===== src/hw/rtl/spte_pkg.sv =====
package spte_pkg;

  localparam int unsigned TilePixels = 8;
  localparam int unsigned TileShift  = $clog2(TilePixels);
  localparam int unsigned QueueDepth = 2;

  localparam int unsigned CoordWidth = 14;
  localparam int unsigned PalWidth   = 3;

  // field positions in the size, attribute and load words
  localparam int unsigned SizeColsLsb = 2;
  localparam int unsigned SizeRowsLsb = 0;
  localparam int unsigned AttrPalLsb  = 13;
  localparam int unsigned AttrHflip   = 11;
  localparam int unsigned AttrVflip   = 12;
  localparam int unsigned LoadTileMsb = 11;

  localparam logic [12:0] SharedTileReset = '1;

  // one classified piece, handed from front to back
  typedef struct packed {
    logic [CoordWidth-1:0] xleft;
    logic [CoordWidth-1:0] ytop;
    logic [CoordWidth-1:0] base;
    logic [PalWidth-1:0]   pal;
    logic                  hflip;
    logic                  vflip;
    logic [1:0]            cols_m1;
    logic [1:0]            rows_m1;
  } piece_t;

  // queue side seen by the back end
  typedef struct packed {
    logic   empty;
    piece_t head;
  } q_rd_t;

endpackage


===== src/hw/rtl/sprite_piece_tile_expander.sv =====
// path: piece queue, then descriptor register, then the registered tile outputs
// throughput: one tile per cycle while pop allows; a w x h piece has w*h tiles (1 to 16)
// the back walk over a piece's tiles sets that figure; pieces queue ahead of it
// reset: piece queue and result register empty, palette base 0, shared tile minus one
module sprite_piece_tile_expander #(
  parameter int unsigned QueueDepth = spte_pkg::QueueDepth
) (
  input  logic                clk_i,
  input  logic                rst_ni,
  input  logic                push,
  output logic                full,
  input  logic [11:0]         origin_x_i,
  input  logic [11:0]         origin_y_i,
  input  logic signed [7:0]   piece_y_i,
  input  logic [7:0]          piece_size_i,
  input  logic [15:0]         piece_attr_i,
  input  logic signed [7:0]   piece_x_i,
  input  logic [7:0]          load_count_i,
  input  logic [15:0]         load_word_i,
  input  logic                first_piece_i,
  output logic                empty,
  input  logic                pop,
  output logic signed [13:0]  tile_x_o,
  output logic signed [13:0]  tile_y_o,
  output logic signed [13:0]  tile_number_o,
  output logic [2:0]          palette_line_o,
  output logic                hflip_o,
  output logic                vflip_o,
  output logic                last_tile_o,
  input  logic                cfg_we_i,
  input  logic [1:0]          cfg_wdata_i
);

  spte_pkg::piece_t piece;
  spte_pkg::q_rd_t  q_rd;
  logic             accept, q_pop;

  assign accept = push && !full;

  spte_front u_front (
    .clk_i         (clk_i),
    .rst_ni        (rst_ni),
    .accept_i      (accept),
    .cfg_we_i      (cfg_we_i),
    .cfg_wdata_i   (cfg_wdata_i),
    .origin_x_i    (origin_x_i),
    .origin_y_i    (origin_y_i),
    .piece_y_i     (piece_y_i),
    .piece_size_i  (piece_size_i),
    .piece_attr_i  (piece_attr_i),
    .piece_x_i     (piece_x_i),
    .load_count_i  (load_count_i),
    .load_word_i   (load_word_i),
    .first_piece_i (first_piece_i),
    .piece_o       (piece)
  );

  spte_fifo #(
    .Depth (QueueDepth)
  ) u_fifo (
    .clk_i   (clk_i),
    .rst_ni  (rst_ni),
    .wr_i    (push),
    .wdata_i (piece),
    .full_o  (full),
    .rd_i    (q_pop),
    .rd_o    (q_rd)
  );

  spte_back u_back (
    .clk_i          (clk_i),
    .rst_ni         (rst_ni),
    .q_i            (q_rd),
    .q_pop_o        (q_pop),
    .empty          (empty),
    .pop            (pop),
    .tile_x_o       (tile_x_o),
    .tile_y_o       (tile_y_o),
    .tile_number_o  (tile_number_o),
    .palette_line_o (palette_line_o),
    .hflip_o        (hflip_o),
    .vflip_o        (vflip_o),
    .last_tile_o    (last_tile_o)
  );

endmodule


===== src/hw/rtl/spte_front.sv =====
module spte_front (
  input  logic                  clk_i,
  input  logic                  rst_ni,
  input  logic                  accept_i,
  input  logic                  cfg_we_i,
  input  logic [1:0]            cfg_wdata_i,
  input  logic [11:0]           origin_x_i,
  input  logic [11:0]           origin_y_i,
  input  logic signed [7:0]     piece_y_i,
  input  logic [7:0]            piece_size_i,
  input  logic [15:0]           piece_attr_i,
  input  logic signed [7:0]     piece_x_i,
  input  logic [7:0]            load_count_i,
  input  logic [15:0]           load_word_i,
  input  logic                  first_piece_i,
  output spte_pkg::piece_t      piece_o
);

  logic [1:0]  pal_base_q;
  logic [12:0] shared_tile_q, shared_tile_d;
  logic        count_one;
  logic [spte_pkg::CoordWidth-1:0] base;

  assign count_one = (load_count_i == 8'd1);

  always_comb begin
    shared_tile_d = shared_tile_q;
    if (accept_i && first_piece_i && count_one) begin
      shared_tile_d = {1'b0, load_word_i[spte_pkg::LoadTileMsb:0]};
    end
  end

  always_ff @(posedge clk_i or negedge rst_ni) begin
    if (!rst_ni) begin
      pal_base_q    <= '0;
      shared_tile_q <= spte_pkg::SharedTileReset;
    end else begin
      if (cfg_we_i) begin
        pal_base_q <= cfg_wdata_i;
      end
      shared_tile_q <= shared_tile_d;
    end
  end

  // the current piece already sees a tile stored by itself
  always_comb begin
    if (load_count_i > 8'd1) begin
      base = {2'b00, load_word_i[spte_pkg::LoadTileMsb:0]};
    end else if (count_one) begin
      base = {shared_tile_d[12], shared_tile_d};
    end else begin
      base = '1;
    end
  end

  always_comb begin
    piece_o.xleft   = {2'b00, origin_x_i} + {{6{piece_x_i[7]}}, piece_x_i};
    piece_o.ytop    = {2'b00, origin_y_i} + {{6{piece_y_i[7]}}, piece_y_i};
    piece_o.base    = base;
    piece_o.pal     = {1'b0, piece_attr_i[spte_pkg::AttrPalLsb +: 2]} + {1'b0, pal_base_q};
    piece_o.hflip   = piece_attr_i[spte_pkg::AttrHflip];
    piece_o.vflip   = piece_attr_i[spte_pkg::AttrVflip];
    piece_o.cols_m1 = piece_size_i[spte_pkg::SizeColsLsb +: 2];
    piece_o.rows_m1 = piece_size_i[spte_pkg::SizeRowsLsb +: 2];
  end

endmodule


===== src/hw/rtl/spte_fifo.sv =====
module spte_fifo #(
  parameter int unsigned Depth = spte_pkg::QueueDepth
) (
  input  logic             clk_i,
  input  logic             rst_ni,
  input  logic             wr_i,
  input  spte_pkg::piece_t wdata_i,
  output logic             full_o,
  input  logic             rd_i,
  output spte_pkg::q_rd_t  rd_o
);

  localparam int unsigned PtrW = (Depth > 1) ? $clog2(Depth) : 1;
  localparam int unsigned CntW = $clog2(Depth + 1);

  spte_pkg::piece_t mem_q [Depth];
  logic [PtrW-1:0] wptr_q, rptr_q;
  logic [CntW-1:0] cnt_q;
  logic            do_wr, do_rd;

  assign full_o     = (cnt_q == CntW'(Depth));
  assign rd_o.empty = (cnt_q == '0);
  assign rd_o.head  = mem_q[rptr_q];
  assign do_wr      = wr_i && !full_o;
  assign do_rd      = rd_i && !rd_o.empty;

  always_ff @(posedge clk_i) begin
    if (do_wr) begin
      mem_q[wptr_q] <= wdata_i;
    end
  end

  always_ff @(posedge clk_i or negedge rst_ni) begin
    if (!rst_ni) begin
      wptr_q <= '0;
      rptr_q <= '0;
      cnt_q  <= '0;
    end else begin
      if (do_wr) begin
        wptr_q <= (wptr_q == PtrW'(Depth - 1)) ? '0 : wptr_q + 1'b1;
      end
      if (do_rd) begin
        rptr_q <= (rptr_q == PtrW'(Depth - 1)) ? '0 : rptr_q + 1'b1;
      end
      if (do_wr && !do_rd) begin
        cnt_q <= cnt_q + 1'b1;
      end else if (do_rd && !do_wr) begin
        cnt_q <= cnt_q - 1'b1;
      end
    end
  end

endmodule


===== src/hw/rtl/spte_back.sv =====
module spte_back (
  input  logic                    clk_i,
  input  logic                    rst_ni,
  input  spte_pkg::q_rd_t         q_i,
  output logic                    q_pop_o,
  output logic                    empty,
  input  logic                    pop,
  output logic signed [13:0]      tile_x_o,
  output logic signed [13:0]      tile_y_o,
  output logic signed [13:0]      tile_number_o,
  output logic [2:0]              palette_line_o,
  output logic                    hflip_o,
  output logic                    vflip_o,
  output logic                    last_tile_o
);

  spte_pkg::piece_t desc_q;
  logic       busy_q;
  logic [1:0] col_q, row_q;
  logic [3:0] n_q;
  logic       out_valid_q;
  logic       can_load, emit, last_w;
  logic [1:0] col, row;

  assign can_load = !out_valid_q || pop;
  assign emit     = can_load && busy_q;
  assign last_w   = (col_q == desc_q.cols_m1) && (row_q == desc_q.rows_m1);
  assign q_pop_o  = can_load && !q_i.empty && (!busy_q || last_w);
  assign empty    = !out_valid_q;

  // flips reverse walk order, index keeps rising
  assign col = desc_q.hflip ? desc_q.cols_m1 - col_q : col_q;
  assign row = desc_q.vflip ? desc_q.rows_m1 - row_q : row_q;

  always_ff @(posedge clk_i or negedge rst_ni) begin
    if (!rst_ni) begin
      busy_q      <= 1'b0;
      col_q       <= '0;
      row_q       <= '0;
      n_q         <= '0;
      out_valid_q <= 1'b0;
    end else begin
      if (q_pop_o) begin
        busy_q <= 1'b1;
        col_q  <= '0;
        row_q  <= '0;
        n_q    <= '0;
      end else if (emit && last_w) begin
        busy_q <= 1'b0;
      end else if (emit) begin
        n_q <= n_q + 1'b1;
        if (row_q == desc_q.rows_m1) begin
          row_q <= '0;
          col_q <= col_q + 1'b1;
        end else begin
          row_q <= row_q + 1'b1;
        end
      end
      if (emit) begin
        out_valid_q <= 1'b1;
      end else if (pop) begin
        out_valid_q <= 1'b0;
      end
    end
  end

  always_ff @(posedge clk_i) begin
    if (q_pop_o) begin
      desc_q <= q_i.head;
    end
    if (emit) begin
      tile_x_o       <= desc_q.xleft + (14'(col) << spte_pkg::TileShift);
      tile_y_o       <= desc_q.ytop + (14'(row) << spte_pkg::TileShift);
      tile_number_o  <= desc_q.base + 14'(n_q);
      palette_line_o <= desc_q.pal;
      hflip_o        <= desc_q.hflip;
      vflip_o        <= desc_q.vflip;
      last_tile_o    <= last_w;
    end
  end

  // the next piece is fetched only when the current one is done
  a_pop_at_end: assert property (@(posedge clk_i) disable iff (!rst_ni)
    q_pop_o |-> (!busy_q || (emit && last_w)))
    else $error("piece fetched mid-walk");

  // emission index tracks the column-then-row position
  a_index: assert property (@(posedge clk_i) disable iff (!rst_ni)
    busy_q |-> (n_q == ({2'b00, col_q} * ({2'b00, desc_q.rows_m1} + 4'd1)
                        + {2'b00, row_q})))
    else $error("tile index out of step with walk");

  // a walk that is not finished keeps going
  a_busy_holds: assert property (@(posedge clk_i) disable iff (!rst_ni)
    (busy_q && !(emit && last_w)) |=> busy_q)
    else $error("walk dropped before last tile");

endmodule


===== config.mk =====
export PLATFORM = sky130hd
export DESIGN_NAME = sprite_piece_tile_expander
export DESIGN_NICKNAME = d
export VERILOG_FILES = /design/src/hw/rtl/spte_pkg.sv /design/src/hw/rtl/sprite_piece_tile_expander.sv /design/src/hw/rtl/spte_front.sv /design/src/hw/rtl/spte_fifo.sv /design/src/hw/rtl/spte_back.sv
export SDC_FILE = /design/constraint.sdc
export NUM_CORES = 1
export LEC_CHECK = 0
export BUFFER_PORTS_ARGS = -buffer_cell sky130_fd_sc_hd__buf_4
export CAP_MARGIN = 20
export CELL_PAD_IN_SITES_DETAIL_PLACEMENT = 1
export CELL_PAD_IN_SITES_GLOBAL_PLACEMENT = 2
export CORE_UTILIZATION = 40
export DETAILED_ROUTE_END_ITERATION = 8
export GPL_TIMING_DRIVEN = 0
export HOLD_SLACK_MARGIN = 0.02
export PLACE_DENSITY_LB_ADDON = 0.05
export SYNTH_ARGS = -nofsm -noshare
export SYNTH_HDL_FRONTEND = slang
export SYNTH_SLANG_ARGS = --single-unit

===== constraint.sdc =====
create_clock -name clk_i -period 5.3 [get_ports clk_i]
set_clock_uncertainty 0.1 [all_clocks]
set_input_delay 1.325 -clock clk_i [delete_from_list [all_inputs] [get_ports clk_i]]
set_output_delay 1.325 -clock clk_i [all_outputs]
set_load 0.01 [all_outputs]

After elaboration in Yosys (flattened, before gate mapping)

Memory sizes are Yosys's and may differ from the RTL's. A register that Yosys moved wholly into a read port is not among the register bits.
Index checks and enable logic that the tools add are counted.

Reductions and logical operators: 27
Muxes and demuxes: 26
Eq/ne operators: 5
Add/sub/neg operators: 15
Order comparisons: 1

Operator list:

| cell                                                                            | number |
|---|---|
| 13-bit by 8-bit adder with 14-bit output                                        | 2 |
| 14-bit by 5-bit adder with 14-bit output                                        | 2 |
| 14-bit 2-to-1 mux                                                               | 2 |
| 2-bit 2-to-1 mux                                                                | 12 |
| 14-bit by 4-bit adder with 14-bit output                                        | 1 |
| 13-bit 2-to-1 mux                                                               | 1 |
| 4-bit 2-to-1 mux                                                                | 3 |
| 1-bit logical AND                                                               | 11 |
| 2-bit nonzero test                                                              | 5 |
| 8-bit by 1-bit equality test with 1-bit output, second input constant           | 1 |
| 8-bit by 1-bit greater-than comparator with 1-bit output, second input constant | 1 |
| 1-bit 2-to-1 mux                                                                | 8 |
| 2-bit by 1-bit adder with 2-bit output, second input constant                   | 3 |
| 1-bit zero test                                                                 | 6 |
| 4-bit by 1-bit adder with 4-bit output, second input constant                   | 1 |
| 2-bit equality test                                                             | 2 |
| 2-bit subtractor                                                                | 2 |
| 2-bit by 2-bit adder with 3-bit output                                          | 1 |
| 3-bit AND reduction                                                             | 1 |
| 1-bit adder, second input constant                                              | 2 |
| 2-bit equality test, second input constant                                      | 1 |
| 2-bit zero test                                                                 | 1 |
| 1-bit logical OR                                                                | 2 |
| 2-bit != test, second input constant                                            | 1 |
| 2 further kinds                                                                 | 2 |

RAM bits: 102
Flip-flop bits (word level): 77
Memories: 1
Logic and storage cells: 92
Input bits: 96
Output and inout port bits: 50

Memories:

| memory       | depth | width | read ports | clocked after memory_dff | write ports | line            | RTL |
|---|---|---|---|---|---|---|---|
| u_fifo.mem_q | 2     | 51    | 1          | 1                        | 1           | spte_fifo.sv:16 | `spte_pkg::piece_t mem_q [Depth];` |

Longest topological paths before layout

Depth in word-level cells: 8
Gate-level depth with buffers: 11
Gate-level depth less buffers: 11

Hierarchy

A second synthesis with hierarchy kept.

Cells, all modules: 729
Area total of the unflattened synthesis: 10851.7 sq um

By module, submodules not included:

| module                     | cells an instance | area an instance (sq um) | times used | seq. area each (sq um) |
|---|---|---|---|---|
| spte_back                  | 267               | 4372.9                   | 1          | 3223.1 |
| spte_fifo                  | 178               | 4129.0                   | 1          | 3163.0 |
| spte_front                 | 283               | 2336.0                   | 1          | 391.6 |
| sprite_piece_tile_expander | 1                 | 13.8                     | 1          | 0.0 |

Least setup slack after synthesis

Ideal clock, no wire load.

Path type: input to register
Start: in pop
End: reg u_fifo.cnt_q[1]
Path buffers: 1
Stages: 9
Arrival: 4975 ps
Path slack: 146 ps
Required time: 5121 ps
Setup time: 79 ps
Cells stage by stage: nand2b_1 -> clkbuf_1 -> nand2_1 -> nor2_1 -> inv_1 -> ha_1 -> xor2_1 -> nor2_1 -> xor2_1

Longest elaborated chain between the ends: 7
Elaborated cells between the ends (all ways): 9
Classes of those cells: 1 x mux; 8 x reduce/logical

RTL lines:

| element                                                | line                             | RTL |
|---|---|---|
| start, declared                                        | sprite_piece_tile_expander.sv:22 | `input logic pop,` |
| 1-bit logical OR *                                     | spte_back.sv:25                  | `assign can_load = !out_valid_q \|\| pop;` |
| 1-bit logical AND * (2 in a row)                       | spte_back.sv:28                  | `assign q_pop_o = can_load && !q_i.empty && (!busy_q \|\| last_w);` |
| via q_pop                                              | sprite_piece_tile_expander.sv:36 | `logic accept, q_pop;` |
| 1-bit logical AND *                                    | spte_fifo.sv:25                  | `assign do_rd = rd_i && !rd_o.empty;` |
| 1-bit zero test                                        | spte_fifo.sv:45                  | `if (do_wr && !do_rd) begin` |
| 1-bit logical AND                                      | spte_fifo.sv:45                  |  |
| 2-bit 2-to-1 mux or 2-bit nonzero test (tied branches) | --                               |  |
| end signal, assigned                                   | spte_fifo.sv:46                  | `cnt_q <= cnt_q + 1'b1;` |
| end signal, assigned                                   | spte_fifo.sv:48                  | `cnt_q <= cnt_q - 1'b1;` |
| end, declared                                          | spte_fifo.sv:18                  | `logic [CntW-1:0] cnt_q;` |

Mark *: on every way through the listed nets, which the timed path passes. The rest lies on a longest branch.
A chain may end at the register's enable or synchronous reset.

Worst setup path after layout

Same ends and word-level chain as after synthesis.

==> results.py <==
metrics = {
    "setup_path": {
        "cp_num_buf_inv": 3,
        "critPathLaunchType": "primary input",
        "crit_type": "in2reg",
        "r2r-start": "u_back.row_q[0]",
        "critPathTopFamily": "simple AND/OR/NAND/NOR gates",
        "r2r_slack_ps": 2500,
        "worst_path_most_repeated_cell": "xor2_1",
        "r2r_cells": 8,
        "worst_setup_path_end_kind": "flop",
        "crit_path_cell_trace": "buf_4, nand2b_1, clkbuf_1, nand2_1, nor2_4, inv_1, ha_1, xor2_1, nor2_1, xor2_1",
        "worstReg2RegEnd": "u_fifo.cnt_q[1]",
        "cp_max_fo": 25,
        "cp_data_arrival_time_ps": 3440,
        "crit_path_top_delay_cell": "nor2_4",
        "slowest_delay_ps": 610,
        "required_ps": 5620,
    },
    "final_layout": {
        "fill_cells": 2546,
        "seq_area_um2": 6690,
        "drive_above_1_share_pct": 28.0,
        "final_nets": 990,
        "antenna_cells": 0,
        "fin_cells": 1197,
        "syn_to_final_growth_pct": 21.7,
        "multi_input_area_um2": 3320,
        "fin_util_pct": 49.4,
    },
    "timing": {
        "worst_slack_ps": 2180,
        "slew-limit-headroom_pct": 49.5,
        "post-route-period-util_pct": 58.8,
        "hold_viol": 0,
        "grt_setup_unrepaired": "false",
        "finalSetupTns_ps": 0,
        "setup_violations": 0,
        "max_freq_ghz": 0.321,
        "drv_slew": 0,
        "tightestPinTransition_ps": 756,
        "layout_min_cycle_time_ps": 3120,
    },
    "worst_hold_path": {
        "hold_depth": 0,
        "hp-start": "u_back.desc_q[37]",
        "holdPathEnd": "u_back.tile_x_o[0]",
        "hold_class": "reg2reg",
    },
    "placement": {
        "portBuffers": 125,
        "place_inst": 1153,
        "finalWeightedCongestion": 0.773,
        "place_ws_ps": 1640,
        "dp_hpwl_um": 14800,
    },
    "cts": {
        "cts_resized": 0,
        "ctsHoldBuffers": 0,
        "clockBufferDepth": 3,
        "cts_tree": "built",
        "cts_sinks": 227,
        "cts.htree.levels": 1,
        "root_buffer": "clkbuf_16",
        "clk_latency_ps": 500,
        "post_cts_buffers": 0,
        "path_clk_slew_ps": 60,
        "cts_buffers": 24,
    },
    "global_route": {
        "grt_use_total_pct": 15.3,
        "grt_max_degree": 36,
        "grt_antenna_before_repair": 0,
        "grt-ovfl-total": 0,
        "grt_pass1_vias": 6455,
        "grt_pass1_wl_um": 32000,
    },
    "logic_synthesis": {
        "synth_edf_count": 198,
        "syn_area_um2": 10200,
        "synth-seq-cells": 227,
        "synth_cells": 694,
        "yosysSeqAreaShare_pct": 65.6,
        "synth_cell_types": 58,
        "synth_area_per_cell_um2": 14.7,
        "async_reset_ff_share_pct": 12.8,
        "synth_top_flop_cell": "edfxtp_1",
        "ys_warn_count": 0,
        "syn-num-nets": 835,
    },
    "flow_run": {
        "maxCapViolations": 0,
    },
    "detailed_routing": {
        "antenna_left": 0,
        "dr.pass1.iters": 4,
        "initialDrtViolationCount": 130,
        "routed_via_density": 5.00,
        "remaining_drc_errors": 0,
        "route.final.wire_length_um": 19900,
        "wire_per_inst_um": 16.6,
        "vias": 5990,
    },
    "power": {
        "power_density_nw_per_um2": 474,
        "ir_drop_mv": 0.241,
        "p_leak_nw": 4.74,
        "power_mw": 5.88,
    },
    "die": {
        "die_h_um": 162,
        "num_rows": 58,
        "io_pins": 146,
        "die_w_um": 162,
        "start_util_pct": 40.6,
        "dieArea_um2": 26100,
        "core-area_um2": 25100,
    },
    "run_status": {
        "status": "complete, no violations",
    },
}
[layout make-up]
class	count	area share (%)
flip-flops and latches	227	53.9
multi-input cells	414	26.7
repair buffers	129	8.21
clock buffers	35	5.35
well taps	330	3.33
inverters	36	1.09
clock inverters	9	0.777
plain buffers	17	0.605
[cell families after synthesis]
group / count (synthesis) / share of synthesized area (%)
AO/OA/AOI/OAI: 117 / 7.67
flip-flops: 227 / 65.6
adder cells (fa/ha/maj): 45 / 5.97
XOR/XNOR: 57 / 4.90
buffers and inverters: 53 / 2.06
AND/OR/NAND/NOR: 129 / 6.51
multiplexers: 66 / 7.27
[power by group]
group / internal, mW / switching (mW)
registers: 2.56 / 0.176
clock network: 0.965 / 0.633
logic: 0.699 / 0.843
[worst max path at each step]
stage,start,endpoint,slack [ps],depth (start not counted)
after global routing,pop,u_fifo.cnt_q[1],1960,10
after CTS,pop,u_fifo.cnt_q[1],2160,9
final,pop,u_fifo.cnt_q[1],2180,10
after global placement,pop,u_fifo.cnt_q[1],-1640,10
after floorplan,pop,u_fifo.cnt_q[1],150,9
after detailed placement,pop,u_fifo.cnt_q[1],1640,10
[cell usage in the layout (no fill, tap or decap), types with 5 or more instances in the layout]
master / n
nor2_1: 37
clkbuf_1: 25
nor3_1: 5
o22ai_1: 12
buf_4: 126
o21ai_0: 15
nor2b_1: 7
and3_1: 7
mux2_1: 9
clkbuf_16: 25
fa_1: 6
o21a_1: 9
nand2_1: 20
nand2b_1: 7
o211ai_1: 6
a21oi_1: 32
xnor2_1: 41
nand3_1: 21
edfxtp_1: 198
mux2_2: 55
inv_1: 36
dfrtp_1: 16
ha_1: 39
a21o_1: 9
xor2_1: 16
dfstp_2: 13
[worst register-to-register path, cell delays in order (launching register included)]
cell and delay (ps):
dfrtp_1 430, ha_1 350, a41oi_1 260, nor2_4 690, inv_1 160, ha_1 250
xor2_1 150, nor2_1 150, xor2_1 170
[routing by layer]
metal	global-route usage [%]	share of wire, %
met1	18.4	42
met2	28.5	53
met3	2.31	4.3
met4	3.95	1.6
met5	0	0
[cell usage after synthesis (all sizes together) (5+ instances only)]
| library cell | instances | share of area (%) |
|---|---|---|
| edfxtp | 198 | 58 |
| mux2 | 64 | 7.1 |
| xnor2 | 41 | 3.5 |
| nor2 | 40 | 1.5 |
| ha | 39 | 4.8 |
| inv | 36 | 1.3 |
| a21oi | 32 | 1.6 |
| nand3 | 21 | 1.0 |
| nand2 | 20 | 0.74 |
| dfrtp | 16 | 3.9 |
| xor2 | 16 | 1.4 |
| clkbuf | 15 | 0.55 |
| o21ai | 15 | 0.74 |
| dfstp | 13 | 3.4 |
| o22ai | 12 | 0.74 |
| a21o | 9 | 0.66 |
| o21a | 9 | 0.66 |
| and3 | 8 | 0.49 |
| nand2b | 7 | 0.43 |
| nor2b | 7 | 0.43 |
| fa | 6 | 1.2 |
| o211ai | 6 | 0.44 |
| nor3 | 5 | 0.25 |
[per-stage QoR]
step	hold WS [ps]	area [um2]
3_5_place_dp	310	11600
4_1_cts	321	12400
2_1_floorplan	300	10200
3_3_place_gp	301	11500
5_1_grt	328	12400
6_report	323	12400
[sequential cells by signal, summed over array words and instances (netlist names)]
signal and cells:
u_fifo.cnt_q 2, u_back.palette_line_o 3, u_back.tile_x_o 14, u_back.hflip_o 1
u_back.busy_q 1, u_front.shared_tile_q 13, u_back.desc_q 50, u_back.last_tile_o 1
u_back.out_valid_q 1, u_fifo.wptr_q 1, u_back.vflip_o 1, u_fifo.mem_q 100
u_front.pal_base_q 2, u_back.row_q 2, u_back.col_q 2, u_back.n_q 4
u_back.tile_y_o 14, u_back.tile_number_o 14, u_fifo.rptr_q 1
No activity file was read; power rests on OpenSTA's default activity.
